$ cat src/rtl/core/skt_pkg.sv
// Package for the session key expiry table: constants, types and codes.
// Used by every module in rtl/core; depends on nothing.
`default_nettype none
package skt_pkg;
    localparam int ENTRIES_DEF = 64;

    localparam logic [31:0] DEF_KEY0_RST     = 32'h12345678;
    localparam logic [31:0] DEF_KEY1_RST     = 32'h734a67fc;
    localparam logic [31:0] DEF_KEY2_RST     = 32'h3367a642;
    localparam logic [31:0] DEF_KEY3_RST     = 32'h78432562;
    localparam logic [31:0] REKEY_AGE_RST    = 32'd1800;
    localparam logic [31:0] SWEEP_INT_RST    = 32'd7200;
    localparam logic [31:0] EXPIRE_AGE_RST   = 32'd43200;

    localparam logic [2:0] REG_DKEY0  = 3'd0;
    localparam logic [2:0] REG_DKEY1  = 3'd1;
    localparam logic [2:0] REG_DKEY2  = 3'd2;
    localparam logic [2:0] REG_DKEY3  = 3'd3;
    localparam logic [2:0] REG_REKEY  = 3'd4;
    localparam logic [2:0] REG_SWEEP  = 3'd5;
    localparam logic [2:0] REG_EXPIRE = 3'd6;

    localparam logic [1:0] ST_OK   = 2'd0;
    localparam logic [1:0] ST_ZERO = 2'd1;
    localparam logic [1:0] ST_FULL = 2'd2;

    localparam logic ACT_LOOKUP = 1'b0;
    localparam logic ACT_STORE  = 1'b1;

    typedef enum logic [2:0] {
        S_IDLE,
        S_SCAN,
        S_SWEEP,
        S_WRITE,
        S_KEYRD,
        S_OUT
    } state_t;

    typedef struct packed {
        logic [127:0] dkey;
        logic [31:0]  rekey_age;
        logic [31:0]  sweep_int;
        logic [31:0]  expire_age;
    } cfg_t;
endpackage
`default_nettype wire

$ cat src/rtl/core/skt_regs.sv
// APB register file of the session key expiry table.
// Depends on skt_pkg.
`default_nettype none
module skt_regs (
    input  wire logic         clk,
    input  wire logic         rst_n,
    input  wire logic         psel,
    input  wire logic         penable,
    input  wire logic         pwrite,
    input  wire logic [4:0]   paddr,
    input  wire logic [31:0]  pwdata,
    output logic [31:0]       prdata,
    output logic              pready,
    output skt_pkg::cfg_t     cfg
);
    logic [31:0] dk0_reg, dk1_reg, dk2_reg, dk3_reg, rk_reg, sw_reg, ex_reg;
    logic [2:0]  idx;

    assign idx    = paddr[4:2];
    assign pready = 1'b1;
    assign cfg.dkey       = {dk3_reg, dk2_reg, dk1_reg, dk0_reg};
    assign cfg.rekey_age  = rk_reg;
    assign cfg.sweep_int  = sw_reg;
    assign cfg.expire_age = ex_reg;

    always_ff @(posedge clk or negedge rst_n)
    begin
        if (!rst_n)
        begin
            dk0_reg <= skt_pkg::DEF_KEY0_RST;
            dk1_reg <= skt_pkg::DEF_KEY1_RST;
            dk2_reg <= skt_pkg::DEF_KEY2_RST;
            dk3_reg <= skt_pkg::DEF_KEY3_RST;
            rk_reg  <= skt_pkg::REKEY_AGE_RST;
            sw_reg  <= skt_pkg::SWEEP_INT_RST;
            ex_reg  <= skt_pkg::EXPIRE_AGE_RST;
        end
        else if (psel && penable && pwrite)
        begin
            unique case (idx)
                skt_pkg::REG_DKEY0:  dk0_reg <= pwdata;
                skt_pkg::REG_DKEY1:  dk1_reg <= pwdata;
                skt_pkg::REG_DKEY2:  dk2_reg <= pwdata;
                skt_pkg::REG_DKEY3:  dk3_reg <= pwdata;
                skt_pkg::REG_REKEY:  rk_reg  <= pwdata;
                skt_pkg::REG_SWEEP:  sw_reg  <= pwdata;
                skt_pkg::REG_EXPIRE: ex_reg  <= pwdata;
                default: ;
            endcase
        end
    end

    always_comb
    begin
        unique case (idx)
            skt_pkg::REG_DKEY0:  prdata = dk0_reg;
            skt_pkg::REG_DKEY1:  prdata = dk1_reg;
            skt_pkg::REG_DKEY2:  prdata = dk2_reg;
            skt_pkg::REG_DKEY3:  prdata = dk3_reg;
            skt_pkg::REG_REKEY:  prdata = rk_reg;
            skt_pkg::REG_SWEEP:  prdata = sw_reg;
            skt_pkg::REG_EXPIRE: prdata = ex_reg;
            default:             prdata = 32'd0;
        endcase
    end
endmodule
`default_nettype wire

$ cat config.mk
export PLATFORM = sky130hd
export DESIGN_NAME = skt_regs
export DESIGN_NICKNAME = d
export VERILOG_FILES = /design/src/rtl/core/skt_pkg.sv /design/src/rtl/core/skt_regs.sv
export SDC_FILE = /design/constraint.sdc
export NUM_CORES = 1
export LEC_CHECK = 0
export ABC_AREA = 1
export BUFFER_PORTS_ARGS = -buffer_cell sky130_fd_sc_hd__buf_2
export CAP_MARGIN = 5
export CORE_MARGIN = 2
export CORE_UTILIZATION = 58
export DETAILED_ROUTE_END_ITERATION = 10
export PLACE_DENSITY = 0.88
export SETUP_SLACK_MARGIN = 0.15
export SLEW_MARGIN = 10
export SYNTH_ARGS = -nofsm -noshare
export SYNTH_HDL_FRONTEND = slang
export SYNTH_SLANG_ARGS = --single-unit
export TNS_END_PERCENT = 20
$ cat constraint.sdc
create_clock -name clk -period 2.02 [get_ports clk]
set_input_delay 0 -clock clk [delete_from_list [all_inputs] [get_ports clk]]
set_output_delay 0 -clock clk [all_outputs]
set_load 0.03 [all_outputs]
* Word level (Yosys, flattened, before mapping)
Index checks and enable logic that the tools add are counted.
Word-level totals: flip-flop bits (word level) 224, latch bits 0, RAM bits 0, memory bits (read-only) 0, input bits 42, logic and storage cells 24, memories kept 0
Cells by class: $add $sub $neg 0, multiply operators 0, divide/modulo/power cells 0, $lt $le $gt $ge 0, equal/unequal tests 6, shift operators 0, muxes and demuxes 1, bitwise logic cells 0, reductions and logical operators 10
Operators by type and width (number):
- $pmux W32 S7 | 1
- $reduce_and A2 Y1 | 7
- $eq A3 B3 Y1 const B | 3
- $eq A3 B2 Y1 const B | 2
- $eq A3 B1 Y1 const B | 1
- $logic_not A3 Y1 | 1
- $logic_and A1 B1 Y1 | 2

* Longest topological paths before layout
Gate-level depths: netlist of the first run.
depth after elaboration 3, gate-level depth with buffers 9

* Worst setup path before layout of the first run
OpenSTA, ideal clock, no wires.
path kind register to output, start reg sw_reg[12], end out prdata[12], data arrival time 1.046 ns, required time 2.020 ns, slack 0.974 ns, stages on the path, launching flop included 5, cell sequence dfstp_2 > nand4_1 > nand2_1 > nor2_1 > nand2_1
On the way: cells in the longest elaborated chain, start to end 1
RTL lines:
- start: declaration | RTL line skt_regs.sv:16 | logic [31:0] dk0_reg, dk1_reg, dk2_reg, dk3_reg, rk_reg, sw_reg, ex_reg;
- start signal: assignment | RTL line skt_regs.sv:35 | sw_reg <= skt_pkg::SWEEP_INT_RST;
- start signal: assignment | RTL line skt_regs.sv:46 | skt_pkg::REG_SWEEP: sw_reg <= pwdata;
- $pmux W32 S7 | RTL line skt_regs.sv:55 | unique case (idx)
- end: declaration | RTL line skt_regs.sv:12 | output logic [31:0] prdata,
No other way between the ends.

* Worst setup path in the final report of the first run
start in paddr[3], end out prdata[2]
On the way: cells in the longest elaborated chain, start to end 2, elaborated cells on any way between the ends 8, those cells by class eq/ne (6); mux (1); reduce/logical (1)
RTL lines:
- start: declaration | RTL line skt_regs.sv:10 | input wire logic [4:0] paddr,
- $eq A3 B3 Y1, or another cell as far along | RTL line skt_regs.sv:55
- $pmux W32 S7 * | RTL line skt_regs.sv:55
Every way passes the cells marked *; elsewhere a longest branch is shown, timed or not.

==> out/metrics.yaml, run 1 <==
final_layout:
  diodes: 0
  drive_above_1_share: 0.263
  fillerInstances: 1474
  nets: 1764
  syn2layout_area_growth_pct: 22.9
critical_path:
  crit_arrival_ns: 1.76
  cp.required_ns: 2.02
  critPathMaxFanout: 45
  cp-end-kind: "output port"
  start_kind: "primary input"
  critPathKind: "primary input to output port"
synthesis:
  ys_types: 21
  synth_nets: 1499
  yosysTopAreaCell: "dfrtp_1"
  syn_inst: 1457
  synth_seq_cells: 224
  synth_area_mm2: 0.0113
  yosysSeqAreaShare: 0.503
  syn_avg_cell_area_um2: 7.78
  yosysTopAreaCellShare: 0.333
  yosys-top-cells-area: "dfrtp_1, nand2_1, dfstp_2"
  ys_warn_count: 0
power:
  p_seq_frac: 0.402
  ir_worst_vdd_uv: 844
  pwr-share-comb: 0.312
  p_clk_frac: 0.285
  p_sw_frac: 0.394
  power.density_mw_per_mm2: 1120
  p_leak_uw: 0.00753
  power.internal_uw: 9430
  p_sw_uw: 6140
floorplan:
  coreArea_mm2: 0.0193
  num_rows: 51
  die_x_um: 144
  die_h_um: 144
  start_util: 0.586
  ios: 299
  die_area_mm2: 0.0207
timing:
  hold-worst-slack_ns: 0.0610
  worst_pin_slew_ns: 1.13
  setup_violations: 0
  slew_headroom: 0.244
  hold_viol: 0
  slew_violations: 0
  finClkSkew_ns: 0
  max_freq_mhz: 569
  rsz0062_at_grt: "no"
  tns_ns: 0
  min_period_ns: 1.76
  period_share: 0.870
global_route:
  track_usage: 0.369
  use_met2: 0.582
  use_met3: 0.0833
  antenna_found_initial: 1
  grt_start_max_net_pins: 182
  grt_pass1_wl_mm: 59.7
  use_met1: 0.481
  busiest_layer: "met2"
  overflow: 0
  grt_pass1_vias: 11303
route:
  drc: 0
  initialDrtViolationCount: 1195
  num_vias: 11992
  finalWirelength_mm: 39.1
  dr.pass1.iters: 6
  wl_per_cell_um: 19.5
  drtAntennaViolNets: 0
  vias_per_cell: 5.98
hold_path:
  hp-class: "primary input to flip-flop"
cts:
  cts_tree: "built"
  clk_pin_slew_ns: 0.06
  cts_sinks: 224
  numCtsBuffers: 24
  clockBufferDepth: 3
  post_cts_buffers: 0
  clk-insertion-delay-late_ns: 0.52
  cts_max_level: 1
  cts_root_buf: "clkbuf_16"
place:
  routabilityCongestion: 0.898
  numPortBuffers: 295
  dp_hpwl_mm: 22.9
status:
  status: "finished clean"
flow_run:
  cap_viol_max_count: 0
-- power groups by stage --
stage	logic [uW]	registers [uW]	clock network (uW)
floorplan	1410	7960	0
global placement	4660	6250	0
detailed placement	4760	6290	0
CTS	4830	6230	4440
global route	5190	6350	4660
finish	4860	6260	4440
-- cell usage after synthesis, drive strengths merged --
library cell	count
nand3	70
dfrtp	151
clkbuf	43
o21ai	224
buf	82
nor2	104
conb	1
nand4	128
nand2	546
inv	35
dfstp	73
-- cell type report --
type | instances | area, um2 | share of cell area
clock inverters | 4 | 52.6 | 0.00377
repair buffers | 364 | 2140 | 0.154
well taps | 265 | 332 | 0.0238
multi-input cells | 1073 | 4830 | 0.347
inverters | 35 | 133 | 0.00952
clock buffers | 40 | 742 | 0.0533
flip-flops and latches | 224 | 5700 | 0.409
-- critical path, cell delays in order --
cell	delay, ns
buf_4	0.12
buf_4	0.25
nor2_4	0.19
buf_4	0.53
nand3_1	0.18
nand2_1	0.12
nor2_1	0.05
nand2_1	0.08
buf_2	0.21
-- layout by cell type (no fill, tap or decap) --
cell,synthesis,routed
buf_12,0,4
buf_2,41,292
buf_4,27,34
buf_8,0,1
bufinv_16,0,1
clkbuf_1,42,9
clkbuf_16,0,25
clkbuf_8,0,6
clkinv_2,0,2
clkinv_4,0,1
conb_1,1,1
dfrtp_1,151,151
dfstp_2,73,73
dlygate4sd3_1,0,33
inv_1,32,32
inv_2,3,2
inv_6,0,1
nand2_1,544,544
nand2_2,2,2
nand3_1,65,64
nand3_2,2,3
nand3_4,3,3
nand4_1,128,128
nor2_1,96,96
nor2_4,8,8
o21ai_0,189,189
o21ai_1,35,35
-- layer usage --
| layer | vias to the layer above | part of all wire | wire (um) |
|---|---|---|---|
| met2 | 889 | 0.47 | 18400 |
| met5 | - | 0.00036 | 14 |
| met3 | 170 | 0.12 | 4770 |
| li1 | 5343 | - | - |
| met4 | 2 | 0.047 | 1840 |
| met1 | 5588 | 0.36 | 14100 |
-- worst paths after layout --
kind	depth (start not counted)	end	start	slack, ns
worst max-delay path	9	prdata[2]	paddr[3]	0.26
worst min-delay path	5	dk1_reg[14]	penable	0.06
worst max register to register	2	dk1_reg[22]	dk1_reg[22]	1.11
worst min register to register	2	dk2_reg[22]	dk2_reg[22]	0.48
max in group asynchronous	3	dk1_reg[25]	rst_n	1.17
min in group asynchronous	2	dk1_reg[18]	rst_n	0.07
-- per-stage QoR --
stage	cells	area [um2]	util	power, uW	setup WS (ns)
floorplan	1457	11300	-	9360	0.974
global placement	1928	12800	0.662	10900	0.349
detailed placement	1928	12800	0.662	11000	0.278
CTS	2005	13900	0.721	15500	0.346
global route	2005	13900	0.721	16200	0.231
finish	2005	13900	0.721	15600	0.262
-- cell families after synthesis --
group | Yosys count | share of synthesized area
and+or+nand+nor | 848 | 0.327
AOI/OAI and AO/OA | 224 | 0.0989
DFF | 224 | 0.503
buffers and inverters | 160 | 0.0712
other | 1 | 0.000331
-- timing repair --
action                                  in CTS  in global routing
hold buffers                                33                  0
resized for setup                            0                  0
endpoints found under the setup margin       0                  0
hold endpoints to repair                   398                  0
Power figures use the tool's default switching activity.
==> inputs of run 2 (changes only) <==
Settings changed: CTS_BUF_LIST set to sky130_fd_sc_hd__clkbuf_16.
==> out/metrics.yaml, run 2 (synthesized netlist as in run 1, its figures left out) <==
status:
  status: "finished clean"
floorplan:
  start_util: 0.586  # unchanged
  coreArea_mm2: 0.0193  # unchanged
  die_h_um: 144  # unchanged
  ios: 299  # unchanged
  num_rows: 51  # unchanged
  die_x_um: 144  # unchanged
  die_area_mm2: 0.0207  # unchanged
global_route:
  grt_pass1_vias: 11231  # -0.64%
  track_usage: 0.367  # -0.00236
  grt_start_max_net_pins: 182  # unchanged
  grt_pass1_wl_mm: 59.2  # -0.76%
  overflow: 0  # unchanged
  antenna_found_initial: 1  # unchanged
critical_path:
  crit_arrival_ns: 1.76  # about the same
  cp-end-kind: "output port"
  rrSetupSlack_ns: 1.16  # +0.05 ns
  r2r-start: "dk1_reg[2]"
  critPathMaxFanout: 45  # unchanged
  critPathLaunch: "paddr[3]"
  critPathKind: "primary input to output port"
  cp.required_ns: 2.02  # about the same
  start_kind: "primary input"
cts:
  cts_sinks: 224  # unchanged
  post_cts_buffers: 0  # unchanged
  numCtsBuffers: 24  # unchanged
  clk-insertion-delay-late_ns: 0.51  # about the same
  cts_root_buf: "clkbuf_16"
  cts_tree: "built"
  ctsResizeCount: 0  # unchanged
  clk_pin_slew_ns: 0.06  # about the same
  clockBufferDepth: 3  # unchanged
  cts_max_level: 1  # unchanged
timing:
  slew_headroom: 0.300  # +0.0564
  worst_pin_slew_ns: 1.05  # -0.0844 ns
  setup_violations: 0  # unchanged
  hold_viol: 0  # unchanged
  max_freq_mhz: 569  # about the same
  hold-worst-slack_ns: 0.0438  # -0.0173 ns
  rsz0062_at_grt: "no"
  tns_ns: 0  # unchanged
  finClkSkew_ns: 0  # unchanged
  period_share: 0.871  # about the same
  min_period_ns: 1.76  # +0.000890 ns
  slew_violations: 0  # unchanged
power:
  p_sw_frac: 0.400  # +0.00571
  p_leak_uw: 0.00753  # about the same
  power.density_mw_per_mm2: 1100  # -1.6%
  p_sw_uw: 6100  # -0.58%
  pwr-share-comb: 0.318  # +0.006
  power.internal_uw: 9150  # -2.9%
  p_clk_frac: 0.271  # -0.014
  ir_worst_vdd_uv: 843  # -0.11%
  p_seq_frac: 0.411  # +0.009
route:
  wl_per_cell_um: 19.4  # -0.69%
  vias_per_cell: 5.96  # -0.36%
  drc: 0  # unchanged
  dr.pass1.iters: 6  # unchanged
  drtAntennaViolNets: 0  # unchanged
  num_vias: 11949  # -0.36%
  initialDrtViolationCount: 1367  # +14%
  finalWirelength_mm: 38.8  # -0.69%
final_layout:
  syn2layout_area_growth_pct: 22.4
  final_common_cell: "nand2_1"
  final_cell_mix: "nand2_1, buf_2, o21ai_0"
  fillerInstances: 1489  # +1.0%
  drive_above_1_share: 0.260  # -0.00345
  nets: 1764  # unchanged
  diodes: 0  # unchanged
place:
  numPortBuffers: 295  # unchanged
  dp_hpwl_mm: 22.9  # unchanged
  routabilityCongestion: 0.898  # unchanged
flow_run:
  cap_viol_max_count: 0  # unchanged
hold_path:
  hp-class: "primary input to flip-flop"
  min_from: "penable"
-- run 2: cell count changes in the layout (fill, tap and decap cells not counted) --
cell / previous run / this run
clkbuf_8: 6 / 0
inv_1: 32 / 41
clkinv_1: 0 / 6
clkbuf_1: 9 / 0
-- run 2: final cells by class --
type	instances	area (um2)	area share
clock buffer	25	626	0.0451
clock inverter	19	109	0.00785
inverter	35	133	0.00956
multi-input combinational	1073	4830	0.348
sequential	224	5700	0.411
tap	265	332	0.0239
timing repair buffer	364	2140	0.154
-- run 2: what timing repair did --
action | 4_1_cts | 5_1_grt
endpoints found under the hold margin | 398 | 0
endpoints found under the setup margin | 0 | 0
hold buffers | 33 | 0
-- run 2: routing by layer --
| layer | vias to the layer above | GRT usage | wire (um) |
|---|---|---|---|
| met5 | - | 0 | 13 |
| met4 | 2 | 0.185 | 1780 |
| met3 | 153 | 0.0776 | 4560 |
| met2 | 887 | 0.578 | 18200 |
| met1 | 5565 | 0.482 | 14200 |
| li1 | 5342 | - | - |
-- run 2: power by group through the flow --
| stage | logic (uW) | clock network [uW] | registers, uW |
|---|---|---|---|
| global route | 5180 | 4360 | 6350 |
| finish | 4850 | 4130 | 6270 |
| global placement | 4660 | 0 | 6250 |
| CTS | 4830 | 4160 | 6230 |
| detailed placement | 4760 | 0 | 6290 |
| floorplan | 1410 | 0 | 7960 |
-- run 2: final timing paths --
path | endpoint | cells past startpoint
worst max register to register | dk1_reg[2] | 2
min in group asynchronous | dk1_reg[18] | 2
worst min-delay path | dk1_reg[17] | 5
worst min register to register | sw_reg[11] | 2
worst max-delay path | prdata[2] | 9
max in group asynchronous | ex_reg[11] | 3
-- run 2: stage by stage --
step                      cells  worst slack (ns)  area, um2  utilization  total power [uW]
after global placement     1928             0.349      12800        0.662             10900
after floorplan            1457             0.974      11300            -              9360
after detailed placement   1928             0.278      12800        0.662             11000
final                      2005             0.261      13900        0.717             15300
after CTS                  2005             0.347      13900        0.717             15200
after global routing       2005             0.232      13900        0.717             15900
-- run 2: worst max-delay path, stage by stage --
cell and delay (ns):
buf_4 0.12, buf_4 0.25, nor2_4 0.20, buf_4 0.53, nand3_1 0.18, nand2_1 0.12
nor2_1 0.05, nand2_1 0.08, buf_2 0.21
==> inputs of run 3 (changes only) <==
Settings changed: ABC_AREA 1 to unset, CORE_MARGIN 2 to 4, CORE_UTILIZATION 58 to 56, CTS_CLUSTER_DIAMETER set to 200, PLACE_DENSITY 0.88 to 0.86.
==> out/metrics.yaml, run 3 <==
status:
  status: "finished clean"
cts:
  cts_sinks: 224  # unchanged
  numCtsBuffers: 24  # unchanged
  cts_max_level: 1  # unchanged
  clockBufferDepth: 3  # unchanged
  clk_pin_slew_ns: 0.06  # about the same
  cts_root_buf: "clkbuf_16"
  clk-insertion-delay-late_ns: 0.51  # about the same
  cts_tree: "built"
timing:
  min_period_ns: 1.85  # +0.0867 ns
  rsz0062_at_grt: "yes"
  setup_violations: 0  # unchanged
  period_share: 0.914  # +0.0429
  worst_pin_slew_ns: 0.962  # -0.0852 ns
  max_freq_mhz: 542  # -4.7%
  hold_viol: 0  # unchanged
  finClkSkew_ns: 0  # unchanged
  slew_headroom: 0.359  # +0.0585
  tns_ns: 0  # unchanged
  slew_violations: 0  # unchanged
route:
  drtAntennaViolNets: 0  # unchanged
  drc: 0  # unchanged
  wl_per_cell_um: 23.7  # +22%
  initialDrtViolationCount: 487  # -64%
  dr.pass1.iters: 6  # unchanged
  vias_per_cell: 5.99  # +0.55%
  finalWirelength_mm: 31.0  # -20%
  num_vias: 7826  # -35%
global_route:
  grt_pass1_wl_mm: 47.6  # -20%
  antenna_found_initial: 1  # unchanged
  track_usage: 0.293  # -0.0736
  overflow: 0  # unchanged
  grt_pass1_vias: 8243  # -27%
  grt_start_max_net_pins: 69  # -62%
synthesis:
  ys_warn_count: 0  # unchanged
  yosysTopAreaCellShare: 0.361  # +0.0280
  synth_nets: 771  # -49%
  async_flop_share: 1.00  # unchanged
  syn_inst: 729  # -50%
  synth_edf_count: 0  # unchanged
  synth_area_mm2: 0.0105  # -7.7%
  ys.flop_type: "dfrtp_1"
  syn_avg_cell_area_um2: 14.3  # +84%
  yosysSeqAreaShare: 0.545  # +0.0422
  ys_types: 31  # +48%
  yosysMostFrequentCell: "mux2_2"
  synth_seq_cells: 224  # unchanged
  yosys-top-cells-area: "dfrtp_1, mux2_2, dfstp_2"
  yosysTopAreaCell: "dfrtp_1"
  synth_common_cells: "mux2_2, dfrtp_1, dfstp_2"
critical_path:
  critPathMaxFanout: 3  # -93%
  cp-end-kind: "output port"
  reg2reg_depth: 1  # -1
  start_kind: "flip-flop"
  reg2reg_to: "dk0_reg[22]"
  critPathKind: "flip-flop to output port"
  crit_arrival_ns: 1.85  # +0.09 ns
  cp.required_ns: 2.02  # about the same
  r2r-start: "dk0_reg[22]"
  rrSetupSlack_ns: 1.18  # +0.02 ns
floorplan:
  die_x_um: 145  # +0.59%
  die_area_mm2: 0.0209  # +1.2%
  coreArea_mm2: 0.0181  # -6.1%
  num_rows: 49  # -3.9%
  ios: 299  # unchanged
  die_h_um: 145  # +0.59%
  start_util: 0.576  # -0.00998
final_layout:
  drive_above_1_share: 0.651  # +0.391
  final_cell_mix: "buf_2, mux2_2, dfrtp_1"
  syn2layout_area_growth_pct: 29.0
  final_util: 0.743  # +0.0260
  nets: 1100  # -38%
  final_common_cell: "buf_2"
hold_path:
  hp-class: "primary input to asynchronous set/reset pin"
power:
  p_leak_uw: 0.00664  # -12%
  ir_worst_vdd_uv: 1020  # +21%
  power.density_mw_per_mm2: 1200  # +8.9%
place:
  numPortBuffers: 295  # unchanged
  dp_hpwl_mm: 20.3  # -11%
  routabilityCongestion: 0.822  # -8.4%
flow_run:
  cap_viol_max_count: 0  # unchanged
run 3: metal layers:
| metal | part of all wire | GRT usage |
|---|---|---|
| met5 | 0 | 0 |
| met4 | 0.040 | 0.112 |
| met3 | 0.068 | 0.0539 |
| met2 | 0.51 | 0.500 |
| met1 | 0.39 | 0.373 |
run 3: worst max path at each step:
| stage | to | from | slack (ns) | cells after the start |
|---|---|---|---|---|
| after floorplan | prdata[19] | paddr[3] | 0.44 | 6 |
| after global placement | prdata[20] | paddr[4] | 0.26 | 5 |
| after detailed placement | prdata[19] | paddr[4] | 0.23 | 5 |
| after CTS | prdata[22] | rk_reg[22] | 0.17 | 4 |
| after global routing | prdata[22] | rk_reg[22] | 0.09 | 4 |
| final | prdata[15] | rk_reg[15] | 0.17 | 4 |
run 3: cell type report:
type | count | area, um2
Sequential cell | 224 | 5700
Tap cell | 229 | 287
Fill cell | 1135 | 4660
Inverter | 1 | 3.75
Multi-Input combinational cell | 447 | 4530
Timing Repair Buffer | 360 | 2140
Clock buffer | 25 | 626
Antenna cell | 1 | 2.50
Clock inverter | 19 | 209
run 3: power breakdown:
part	switching (uW)	leakage, uW	internal, uW
Combinational	3330	0.00352	1860
Sequential	737	0.00269	5590
Clock	1770	0.000427	2870
run 3: repair_timing:
| action | 4_1_cts | 5_1_grt |
|---|---|---|
| endpoints found under the hold margin | 387 | 0 |
| gates resized for setup | 0 | 9 |
| setup endpoints to repair | 0 | 10 |
| hold buffers | 33 | 0 |
| setup buffers | 0 | 1 |
run 3: stage by stage:
step | hold WS, ns | setup slack [ns] | instance area [um2] | instances | total power [uW]
after CTS | 0.0877 | 0.169 | 13500 | 1304 | 16200
final | 0.0709 | 0.175 | 13500 | 1306 | 16200
after global placement | 0.0538 | 0.261 | 12300 | 1227 | 11300
after global routing | 0.122 | 0.0855 | 13500 | 1306 | 16800
after floorplan | -0.296 | 0.439 | 10500 | 729 | 9720
after detailed placement | 0.0574 | 0.233 | 12300 | 1227 | 11500
run 3: kinds of logic (layout without fill, tap and decap cells):
kind of cell    Yosys count  in the layout  share of synthesized area
mux                     304            304                      0.334
compound gates           79             79                     0.0585
simple gates             63             63                     0.0355
other cells               1              2                   0.000359
buf+inv                  58            405                     0.0270
flops                   224            224                      0.545
run 3: worst max-delay path, cell delays in order, from the launching register on:
cell	delay, ns
dfrtp_1	0.40
mux2_2	0.26
a222oi_1	0.32
o21ai_1	0.17
buf_4	0.20
